## src/rtl/mie_pkg.sv

```systemverilog
// ----------------------------------------------------------------------------
// mie_pkg
// Shared constants and types for the extended Euclidean modular inverse block.
// ----------------------------------------------------------------------------
`default_nettype none

package mie_pkg;

    // Default operand width of the gcd operands
    localparam int OPERAND_WIDTH_DEF = 32;

    // Sequencer states of the top level
    typedef enum logic [1:0] {
        S_IDLE,
        S_CHECK,
        S_DIV,
        S_FINISH
    } t_state;

endpackage

`default_nettype wire

```

## src/rtl/mie_divmac.sv

```systemverilog
// ----------------------------------------------------------------------------
// mie_divmac
// Bit-serial restoring divider that also forms quotient * coefficient for two
// coefficients, one quotient bit per cycle, MSB first (Horner accumulation).
// ----------------------------------------------------------------------------
`default_nettype none

module mie_divmac
    import mie_pkg::*;
#(
    parameter int OPERAND_WIDTH = OPERAND_WIDTH_DEF
) (
    input  wire logic                     i_clk,
    input  wire logic                     i_rst_n,
    input  wire logic                     i_start,
    input  wire logic [OPERAND_WIDTH-1:0] i_dividend,
    input  wire logic [OPERAND_WIDTH-1:0] i_divisor,
    input  wire logic [OPERAND_WIDTH:0]   i_coef_x,
    input  wire logic [OPERAND_WIDTH:0]   i_coef_y,
    output logic                          o_done,
    output logic [OPERAND_WIDTH-1:0]      o_rem,
    output logic [OPERAND_WIDTH:0]        o_prod_x,
    output logic [OPERAND_WIDTH:0]        o_prod_y
);

    localparam int W  = OPERAND_WIDTH;
    localparam int CW = $clog2(W);

    logic          r_busy;
    logic          r_done;
    logic [CW-1:0] r_cnt;
    logic [W-1:0]  r_dvd;
    logic [W-1:0]  r_rem;
    logic [W:0]    r_px;
    logic [W:0]    r_py;

    logic [W:0]    shifted;
    logic [W+1:0]  diff;
    logic          qbit;
    logic [W-1:0]  n_rem;
    logic [W:0]    n_px;
    logic [W:0]    n_py;

    // One restoring step: shift in the next dividend bit, trial subtract
    always_comb begin
        shifted = {r_rem, r_dvd[W-1]};
        diff    = {1'b0, shifted} - {2'b00, i_divisor};
        qbit    = ~diff[W+1];
        n_rem   = qbit ? diff[W-1:0] : shifted[W-1:0];
        n_px    = {r_px[W-1:0], 1'b0} + (qbit ? i_coef_x : '0);
        n_py    = {r_py[W-1:0], 1'b0} + (qbit ? i_coef_y : '0);
    end

    // Step counter and done pulse
    always_ff @(posedge i_clk) begin
        if (!i_rst_n) begin
            r_busy <= 1'b0;
            r_done <= 1'b0;
            r_cnt  <= '0;
        end else begin
            r_done <= 1'b0;
            if (i_start) begin
                r_busy <= 1'b1;
                r_cnt  <= CW'(W - 1);
            end else if (r_busy) begin
                r_cnt <= r_cnt - CW'(1);
                if (r_cnt == '0) begin
                    r_busy <= 1'b0;
                    r_done <= 1'b1;
                end
            end
        end
    end

    // Datapath: remainder and the two product accumulators
    always_ff @(posedge i_clk) begin
        if (i_start) begin
            r_dvd <= i_dividend;
            r_rem <= '0;
            r_px  <= '0;
            r_py  <= '0;
        end else if (r_busy) begin
            r_dvd <= {r_dvd[W-2:0], 1'b0};
            r_rem <= n_rem;
            r_px  <= n_px;
            r_py  <= n_py;
        end
    end

    assign o_done   = r_done;
    assign o_rem    = r_rem;
    assign o_prod_x = r_px;
    assign o_prod_y = r_py;

endmodule

`default_nettype wire

```

## src/rtl/modular_inverse_ext_euclid_top.sv

```systemverilog
// ----------------------------------------------------------------------------
// modular_inverse_ext_euclid_top
// Extended Euclidean gcd, Bezout coefficients and modular inverse.
// ----------------------------------------------------------------------------
// Usage:
//   Slave channel takes one beat with value_in and modulus. Master channel
//   returns one beat per input with gcd_out, coef_value, coef_modulus and
//   inverse_out in tdata, inverse_ok in tuser. Coefficients are signed
//   two's complement, OPERAND_WIDTH+1 bits, not reduced modulo the modulus.
//   A zero modulus returns gcd = value_in, coef_value = 1, coef_modulus = 0.
// Throughput:
//   Each Euclid step runs through the bit-serial divide/multiply-accumulate
//   unit, which produces one quotient bit per cycle. One beat takes k
//   quotient steps, with k up to about 46 at 32 bits.
//   o_s_axis_tready is high only while the sequencer is idle.
// Reset:
//   Synchronous active-low reset returns the sequencer to idle and drops
//   o_m_axis_tvalid.
// Stall:
//   The result sits in an output register; the next input beat is taken while
//   it waits. A finished second result waits until the first one leaves.
// ----------------------------------------------------------------------------
`default_nettype none

module modular_inverse_ext_euclid_top
    import mie_pkg::*;
#(
    parameter int OPERAND_WIDTH = OPERAND_WIDTH_DEF
) (
    input  wire logic                  i_clk,
    input  wire logic                  i_rst_n,
    input  wire logic                  i_s_axis_tvalid,
    output logic                       o_s_axis_tready,
    // tdata: value_in, modulus (low to high), zero padded
    input  wire logic [((2*OPERAND_WIDTH+7)/8)*8-1:0] i_s_axis_tdata,
    output logic                       o_m_axis_tvalid,
    input  wire logic                  i_m_axis_tready,
    // tdata: gcd_out, coef_value, coef_modulus, inverse_out (low to high)
    output logic [((4*OPERAND_WIDTH+3+7)/8)*8-1:0] o_m_axis_tdata,
    // tuser: inverse_ok
    output logic                       o_m_axis_tuser
);

    localparam int W      = OPERAND_WIDTH;
    localparam int OUT_TW = ((4*W+3+7)/8)*8;
    localparam int OUT_PW = 4*W + 3;

    t_state        r_state;
    t_state        n_state;

    logic [W-1:0]  r_a;
    logic [W-1:0]  r_b;
    logic [W:0]    r_xp;
    logic [W:0]    r_xc;
    logic [W:0]    r_yp;
    logic [W:0]    r_yc;

    logic          r_out_valid;
    logic [OUT_PW-1:0] r_out_data;
    logic          r_out_ok;

    logic          in_beat;
    logic          div_start;
    logic          out_load;
    logic          div_done;
    logic [W-1:0]  div_rem;
    logic [W:0]    div_px;
    logic [W:0]    div_py;
    logic          res_ok;

    // Shared divide / multiply-accumulate unit
    mie_divmac #(
        .OPERAND_WIDTH (OPERAND_WIDTH)
    ) u_divmac (
        .i_clk      (i_clk),
        .i_rst_n    (i_rst_n),
        .i_start    (div_start),
        .i_dividend (r_a),
        .i_divisor  (r_b),
        .i_coef_x   (r_xc),
        .i_coef_y   (r_yc),
        .o_done     (div_done),
        .o_rem      (div_rem),
        .o_prod_x   (div_px),
        .o_prod_y   (div_py)
    );

    // Sequencer state register
    always_ff @(posedge i_clk) begin
        if (!i_rst_n) begin
            r_state <= S_IDLE;
        end else begin
            r_state <= n_state;
        end
    end

    // Next state and control strobes
    always_comb begin
        n_state         = r_state;
        o_s_axis_tready = 1'b0;
        div_start       = 1'b0;
        out_load        = 1'b0;
        unique case (r_state)
            S_IDLE: begin
                o_s_axis_tready = 1'b1;
                if (i_s_axis_tvalid) begin
                    n_state = S_CHECK;
                end
            end
            S_CHECK: begin
                if (r_b == '0) begin
                    n_state = S_FINISH;
                end else begin
                    div_start = 1'b1;
                    n_state   = S_DIV;
                end
            end
            S_DIV: begin
                if (div_done) begin
                    n_state = S_CHECK;
                end
            end
            S_FINISH: begin
                if (!r_out_valid || i_m_axis_tready) begin
                    out_load = 1'b1;
                    n_state  = S_IDLE;
                end
            end
            default: begin
                n_state = S_IDLE;
            end
        endcase
    end

    assign in_beat = o_s_axis_tready & i_s_axis_tvalid;

    // Euclid working registers: load on input beat, advance one step on done
    always_ff @(posedge i_clk) begin
        if (in_beat) begin
            r_a  <= i_s_axis_tdata[W-1:0];
            r_b  <= i_s_axis_tdata[2*W-1:W];
            r_xp <= (W+1)'(1);
            r_xc <= '0;
            r_yp <= '0;
            r_yc <= (W+1)'(1);
        end else if (r_state == S_DIV && div_done) begin
            r_a  <= r_b;
            r_b  <= div_rem;
            r_xp <= r_xc;
            r_xc <= r_xp - div_px;
            r_yp <= r_yc;
            r_yc <= r_yp - div_py;
        end
    end

    assign res_ok = (r_a == W'(1));

    // Output register: hold until the master side takes the beat
    always_ff @(posedge i_clk) begin
        if (!i_rst_n) begin
            r_out_valid <= 1'b0;
        end else if (out_load) begin
            r_out_valid <= 1'b1;
        end else if (i_m_axis_tready) begin
            r_out_valid <= 1'b0;
        end
    end

    always_ff @(posedge i_clk) begin
        if (out_load) begin
            r_out_data <= {(res_ok ? r_xp : {(W+1){1'b0}}), r_yp, r_xp, r_a};
            r_out_ok   <= res_ok;
        end
    end

    assign o_m_axis_tvalid = r_out_valid;
    assign o_m_axis_tdata  = OUT_TW'(r_out_data);
    assign o_m_axis_tuser  = r_out_ok;

endmodule

`default_nettype wire

```

## config.mk

```make
export PLATFORM = sky130hd
export DESIGN_NAME = modular_inverse_ext_euclid_top
export DESIGN_NICKNAME = d
export VERILOG_FILES = /design/src/rtl/mie_pkg.sv /design/src/rtl/mie_divmac.sv /design/src/rtl/modular_inverse_ext_euclid_top.sv
export SDC_FILE = /design/constraint.sdc
export NUM_CORES = 1
export LEC_CHECK = 0
export ABC_AREA = 1
export BUFFER_PORTS_ARGS = -buffer_cell sky130_fd_sc_hd__buf_2
export CORE_MARGIN = 4
export CORE_UTILIZATION = 50
export DETAILED_ROUTE_END_ITERATION = 16
export GPL_TIMING_DRIVEN = 0
export PLACE_DENSITY = 0.71
export RECOVER_POWER = 25
export SLEW_MARGIN = 20
export SYNTH_ARGS = -nofsm -noshare
export SYNTH_HDL_FRONTEND = slang
export SYNTH_SLANG_ARGS = --single-unit
```

## constraint.sdc

```tcl
create_clock -name i_clk -period 18.3 [get_ports i_clk]
set_clock_uncertainty 0.15 [all_clocks]
set_input_delay 0.915 -clock i_clk [delete_from_list [all_inputs] [get_ports i_clk]]
set_output_delay 0.915 -clock i_clk [all_outputs]
set_load 0.03 [all_outputs]
```

---- Word level (Yosys, flattened, before mapping) ----
Cells that the tools add are included.
Widths: inputs -> output; s select.
word-level totals
  logic and storage cells ................. 72
  output and inout port bits .............. 139
  input port bits ......................... 68
  bits in registers ....................... 468
cells by class
  reductions and logical operators ........ 11
  eq/ne operators ......................... 7
  mux-type cells .......................... 27
  bitwise operators ....................... 3
  add/subtract/negate cells ............... 6
operators with widths
  kind                 number
  $mux 32              7
  $add 33x33->33       2
  $mux 33              2
  $sub 33x33->33       2
  $sub 33x32->34       1
  $eq 32x1->1 const B  1
  $logic_not 32->1     1
  $mux 1               12
  $mux 5               2
  $pmux 2 s4           1
  $mux 2               3
  $reduce_bool 2->1    3
  $logic_not 5->1      1
  $sub 5x1->5 const B  1
  $eq 2x2->1 const B   2
  $ne 2x2->1 const B   2
  $reduce_and 3->1     1
  $reduce_or 3->1      1
  $eq 2x1->1 const B   1
  $logic_not 2->1      1
  $ne 2x1->1 const B   1
  $not 1->1            2
  $and 1x1->1          1
  $logic_and 1x1->1    1
  2 further kinds      2

---- Logic depth before layout (Yosys ltp) ----
  word-level depth ........................ 5
  mapped depth ............................ 30
  mapped depth without buffers ............ 28

---- Modules after synthesis ----
A second synthesis with hierarchy kept.
unflattened totals
  cells, all modules ...................... 3971
  area total of the unflattened synthesis .. 28394.7 um^2
modules (own cells, without submodules)
  module                          area each (um^2)  times used  cells each  seq. area each (um^2)
  modular_inverse_ext_euclid_top  17221.5           1           2229        8588.2
  mie_divmac                      11173.2           1           1742        3062.9

---- Least setup slack after synthesis ----
Ideal clock, no wire load.
  kind .................................... input port to flip-flop
  start point ............................. input i_m_axis_tready
  end point ............................... register r_out_ok (netlist: o_m_axis_tuser) (enable)
  setup slack ............................. 11005 ps
  library setup time ...................... 628 ps
  buffers on the path ..................... 0
  required time ........................... 17522 ps
  stages .................................. 2
  data arrival time ....................... 6517 ps
  cells stage by stage .................... nor2_1 > nor2_1
on the way
  word-level cells in the longest chain between the ends .. 3
ends and longest elaborated chain
  what                    RTL line                               text
  start: declaration      modular_inverse_ext_euclid_top.sv:37   input wire logic i_m_axis_tready,
  $logic_or 1x1->1        modular_inverse_ext_euclid_top.sv:124  if (!r_out_valid || i_m_axis_tready) begin
  $mux 1                  modular_inverse_ext_euclid_top.sv:124
  $mux 1                  modular_inverse_ext_euclid_top.sv:103  unique case (r_state)
  via out_load            modular_inverse_ext_euclid_top.sv:64   logic out_load;
  end signal: assignment  modular_inverse_ext_euclid_top.sv:172  r_out_ok <= res_ok;
  end: declaration        modular_inverse_ext_euclid_top.sv:60   logic r_out_ok;
The timed path passes the listed nets, and every way through them passes these cells.
A chain may end at the register's enable or synchronous reset.

---- Worst setup path in the final report ----
  start point ............................. register r_b[28]
  end point ............................... register u_divmac.r_py[25] (netlist: u_divmac.o_prod_y[25])
on the way
  word-level cells in the longest chain between the ends .. 3
  elaborated cells on any way between the ends .. 6
  those cells by class .................... 2 x add/sub; 3 x mux; 1 x reduce/logical
ends and longest elaborated chain
  what                                                       RTL line                                                 text
  start: declaration                                         modular_inverse_ext_euclid_top.sv:52                     logic [W-1:0] r_b;
  start signal: assignment                                   modular_inverse_ext_euclid_top.sv:141                    r_b <= i_s_axis_tdata[2*W-1:W];
  start signal: assignment                                   modular_inverse_ext_euclid_top.sv:148                    r_b <= div_rem;
  $sub 33x32->34 / $logic_not 32->1 (equally long branches)  mie_divmac.sv:47, modular_inverse_ext_euclid_top.sv:111
  $mux 33 / $mux 1 (equally long branches)                   mie_divmac.sv:51, modular_inverse_ext_euclid_top.sv:111
  $add 33x33->33 / $mux 1 (equally long branches)            mie_divmac.sv:51, modular_inverse_ext_euclid_top.sv:103
  end signal: assignment                                     mie_divmac.sv:86                                         r_py <= n_py;
  end: declaration                                           mie_divmac.sv:35                                         logic [W:0] r_py;
Parallel ways exist; a longest one is shown, timed or not.

==> metrics.cfg <==
[sta]
relSlewSlack_pct=-6.545
rsz0062_at_grt=false
max_freq_mhz=213.6
period_minus_slack_ns=4.682
worst_slew_pin_slew_ns=1.592
tns_ns=0
setup_viol=0
fin_crit_sh_pct=25.58
hold_viol=0
drv_slew=15

[layout]
nets=4071
fillers=5094
regArea_mm2=0.01165
drive_gt1_share_pct=9.716
layout_common_cells=nand2_1 (843), inv_1 (505), nor2_1 (365), o21ai_0 (280), a21oi_1 (272)
fin_cells=4576
final_core_util_pct=57.34
antenna_cells=0
final_common_cell=nand2_1
multi_input_comb_area_mm2=0.01318
syn2layout_area_growth_pct=13.48

[pwr]
p_sw_share_pct=37.73
switchingPower_mw=1.290
p_clk_share_pct=30.7
p_comb_share_pct=33.0
power.density_mw_per_mm2=110.6
ir_worst_vdd_v=0.00007187
power.total_mw=3.419
power_leakage_nw=14.36
p_int_mw=2.129
share_seq_of_total_power_pct=36.3

[critical_path]
r2r-end=u_divmac.o_prod_y[25]
rr_worst_depth=24
ff2ff_setup_slack_ns=13.62
critPathKind=flip-flop to flip-flop
worstSetupEndpointType=flip-flop
cp-start-kind=flip-flop
cp_max_fo=10
cp_data_arrival_time_ns=5.02
cp.required_ns=18.63
r2r-start=r_b[28]

[floorplanning]
io_pins=207
core_area_mm2=0.05392
die_h_um=241.4
die_w_um=241.4
start_util_pct=50.53
dieArea_mm2=0.05829
rows=85

[drt]
wl_per_cell_um=19.68
viasPerCell=5.497
dr.first_iter.drc_count=2214
remaining_drc_errors=0
firstDrtPassIters=8
ant_nets=0
finalWirelength_um=90060
vias=25150

[logic_synthesis]
async_reset_ff_share_pct=0
postSynthCellCount=3574
syn_area_per_cell_um2=7.623
ys.warnings.count=0
synth.distinct_cells=49
synth-edff-count=228
synth_ff_type=dfxtp_1
ys_seq_elements=468
syn_area_mm2=0.02724
synth_seq_area_share_pct=42.77

[grt]
first_global_vias=23410
grt_max_degree=55
grt_first_pass_wirelength_um=135200
antenna_found_initial=1
track_usage_pct=30.20
overflow=0

[place]
port_buffers=201
place_congestion=1.008
dp_cells=4482
place_hpwl_um=71330

[cts]
hold_buffers=0
cts_root_buf=clkbuf_16
cts_max_path_buffers=3
numCtsBuffers=50
clk_latency_ns=0.61
numClockSinks=468
ctsResizeCount=0
path_clk_slew_ns=0.07
cts_tree=done
cts_setup_buffers=0
htreeDepth=2

[run_status]
outcome=finished with violations
violations=capacitance limit, slew limit

[run]
drv_cap=1

[hold_path]
min_from=r_a[0]
min_path_cells=0
hold_end=r_out_data[0]
hold_path.class=flip-flop to flip-flop

-- registers in the layout, summed over array words and instances, names as in the netlist --
signal             flops
r_yp                  33
r_state                2
r_xp                  33
u_divmac.r_cnt         5
u_divmac.o_done        1
r_a                   32
o_m_axis_tuser         1
r_b                   32
r_xc                  33
u_divmac.o_prod_x     33
r_out_data           131
o_m_axis_tvalid        1
r_yc                  33
u_divmac.o_prod_y     33
u_divmac.r_dvd        32
u_divmac.o_rem        32
u_divmac.r_busy        1
-- cell type report --
type	count	area share, %
Clock inverter	35	1.182
Timing Repair Buffer	208	3.545
Inverter	513	6.229
Clock buffer	59	4.254
Buffer	107	1.651
Multi-Input combinational cell	2490	42.64
Sequential cell	468	37.69
Tap cell	696	2.817
-- critical path, stage by stage, from the launching register on --
cell and delay, ns:
edfxtp_1 0.42, inv_1 0.20, ha_1 0.32, a21oi_1 0.25, o21ai_0 0.20, nand2_1 0.10
nand2_1 0.06, a21oi_2 0.15, nand2_4 0.09, inv_2 0.06, buf_6 0.21, buf_2 0.30
nor2_1 0.09, ha_1 0.23, fa_1 0.41, nand2_1 0.08, nand2_1 0.05, o21ai_1 0.18
o21ai_1 0.21, inv_1 0.12, o21ai_1 0.12, nand2_1 0.11, nand3_1 0.17, nor2_1 0.18
o22ai_2 0.09
-- metal layers --
metal  vias up  share of wire, %  global-route usage (%)
li1      12360                 -                       -
met1     11640                43                   40.27
met2       946                46                   49.93
met3       204               6.9                   4.167
met4         2               4.5                   12.19
met5         -            0.0089                       0
-- worst max-delay path by stage --
| stage | from | end | slack [ns] | depth (start not counted) |
|---|---|---|---|---|
| after detailed placement | r_b[28] | u_divmac.o_prod_x[27] | 13.74 | 24 |
| after global placement | i_m_axis_tready | r_out_data[10] | 7.75 | 3 |
| after CTS | r_b[28] | u_divmac.o_prod_x[27] | 13.72 | 24 |
| final | r_b[28] | u_divmac.o_prod_y[25] | 13.62 | 24 |
| after global routing | r_b[28] | u_divmac.o_prod_y[25] | 13.33 | 24 |
| after floorplan | i_m_axis_tready | o_m_axis_tuser | 11.00 | 2 |
-- cells by family (layout without fill, tap and decap cells) --
| logic type | after synthesis | in the layout | share of synthesized area, % |
|---|---|---|---|
| XOR/XNOR | 80 | 80 | 2.572 |
| AO/OA/AOI/OAI | 747 | 747 | 15.56 |
| AND/OR/NAND/NOR | 1493 | 1493 | 22.44 |
| adder cells (fa/ha/maj) | 165 | 165 | 7.716 |
| other | 1 | 5 | 0.01376 |
| buffers and inverters | 620 | 922 | 8.933 |
| flip-flops | 468 | 468 | 42.77 |
-- cells in the mapped netlist (40+ instances only) --
cell | n | area [um^2]
a21oi_1 | 272 | 1361
o211ai_1 | 47 | 352.8
inv_1 | 505 | 1896
dfxtp_1 | 240 | 4805
xor2_1 | 50 | 437.9
nor3_1 | 40 | 200.2
edfxtp_1 | 228 | 6847
nand3_1 | 162 | 810.8
nand2_1 | 844 | 3168
clkbuf_1 | 53 | 198.9
o21ai_0 | 280 | 1401
nor2_1 | 365 | 1370
ha_1 | 160 | 2002
-- power groups by stage --
stage | logic (mW) | registers (mW) | clock network [mW]
2_1_floorplan | 0.760 | 1.25 | 0
3_3_place_gp | 1.09 | 1.26 | 0
3_5_place_dp | 1.10 | 1.26 | 0
4_1_cts | 1.10 | 1.24 | 1.06
5_1_grt | 1.23 | 1.25 | 1.10
6_report | 1.13 | 1.24 | 1.05
-- stage by stage --
| stage | worst slack (ns) | hold WS, ns | area (um^2) |
|---|---|---|---|
| 4_1_cts | 13.72 | 0.3035 | 30990 |
| 6_report | 13.62 | 0.3067 | 30920 |
| 2_1_floorplan | 11.00 | 0.2582 | 27260 |
| 3_5_place_dp | 13.74 | 0.2887 | 29310 |
| 3_3_place_gp | 7.747 | 0.2846 | 29140 |
| 5_1_grt | 13.33 | 0.3189 | 30920 |
Note: power is estimated with default switching activity, not from simulation.
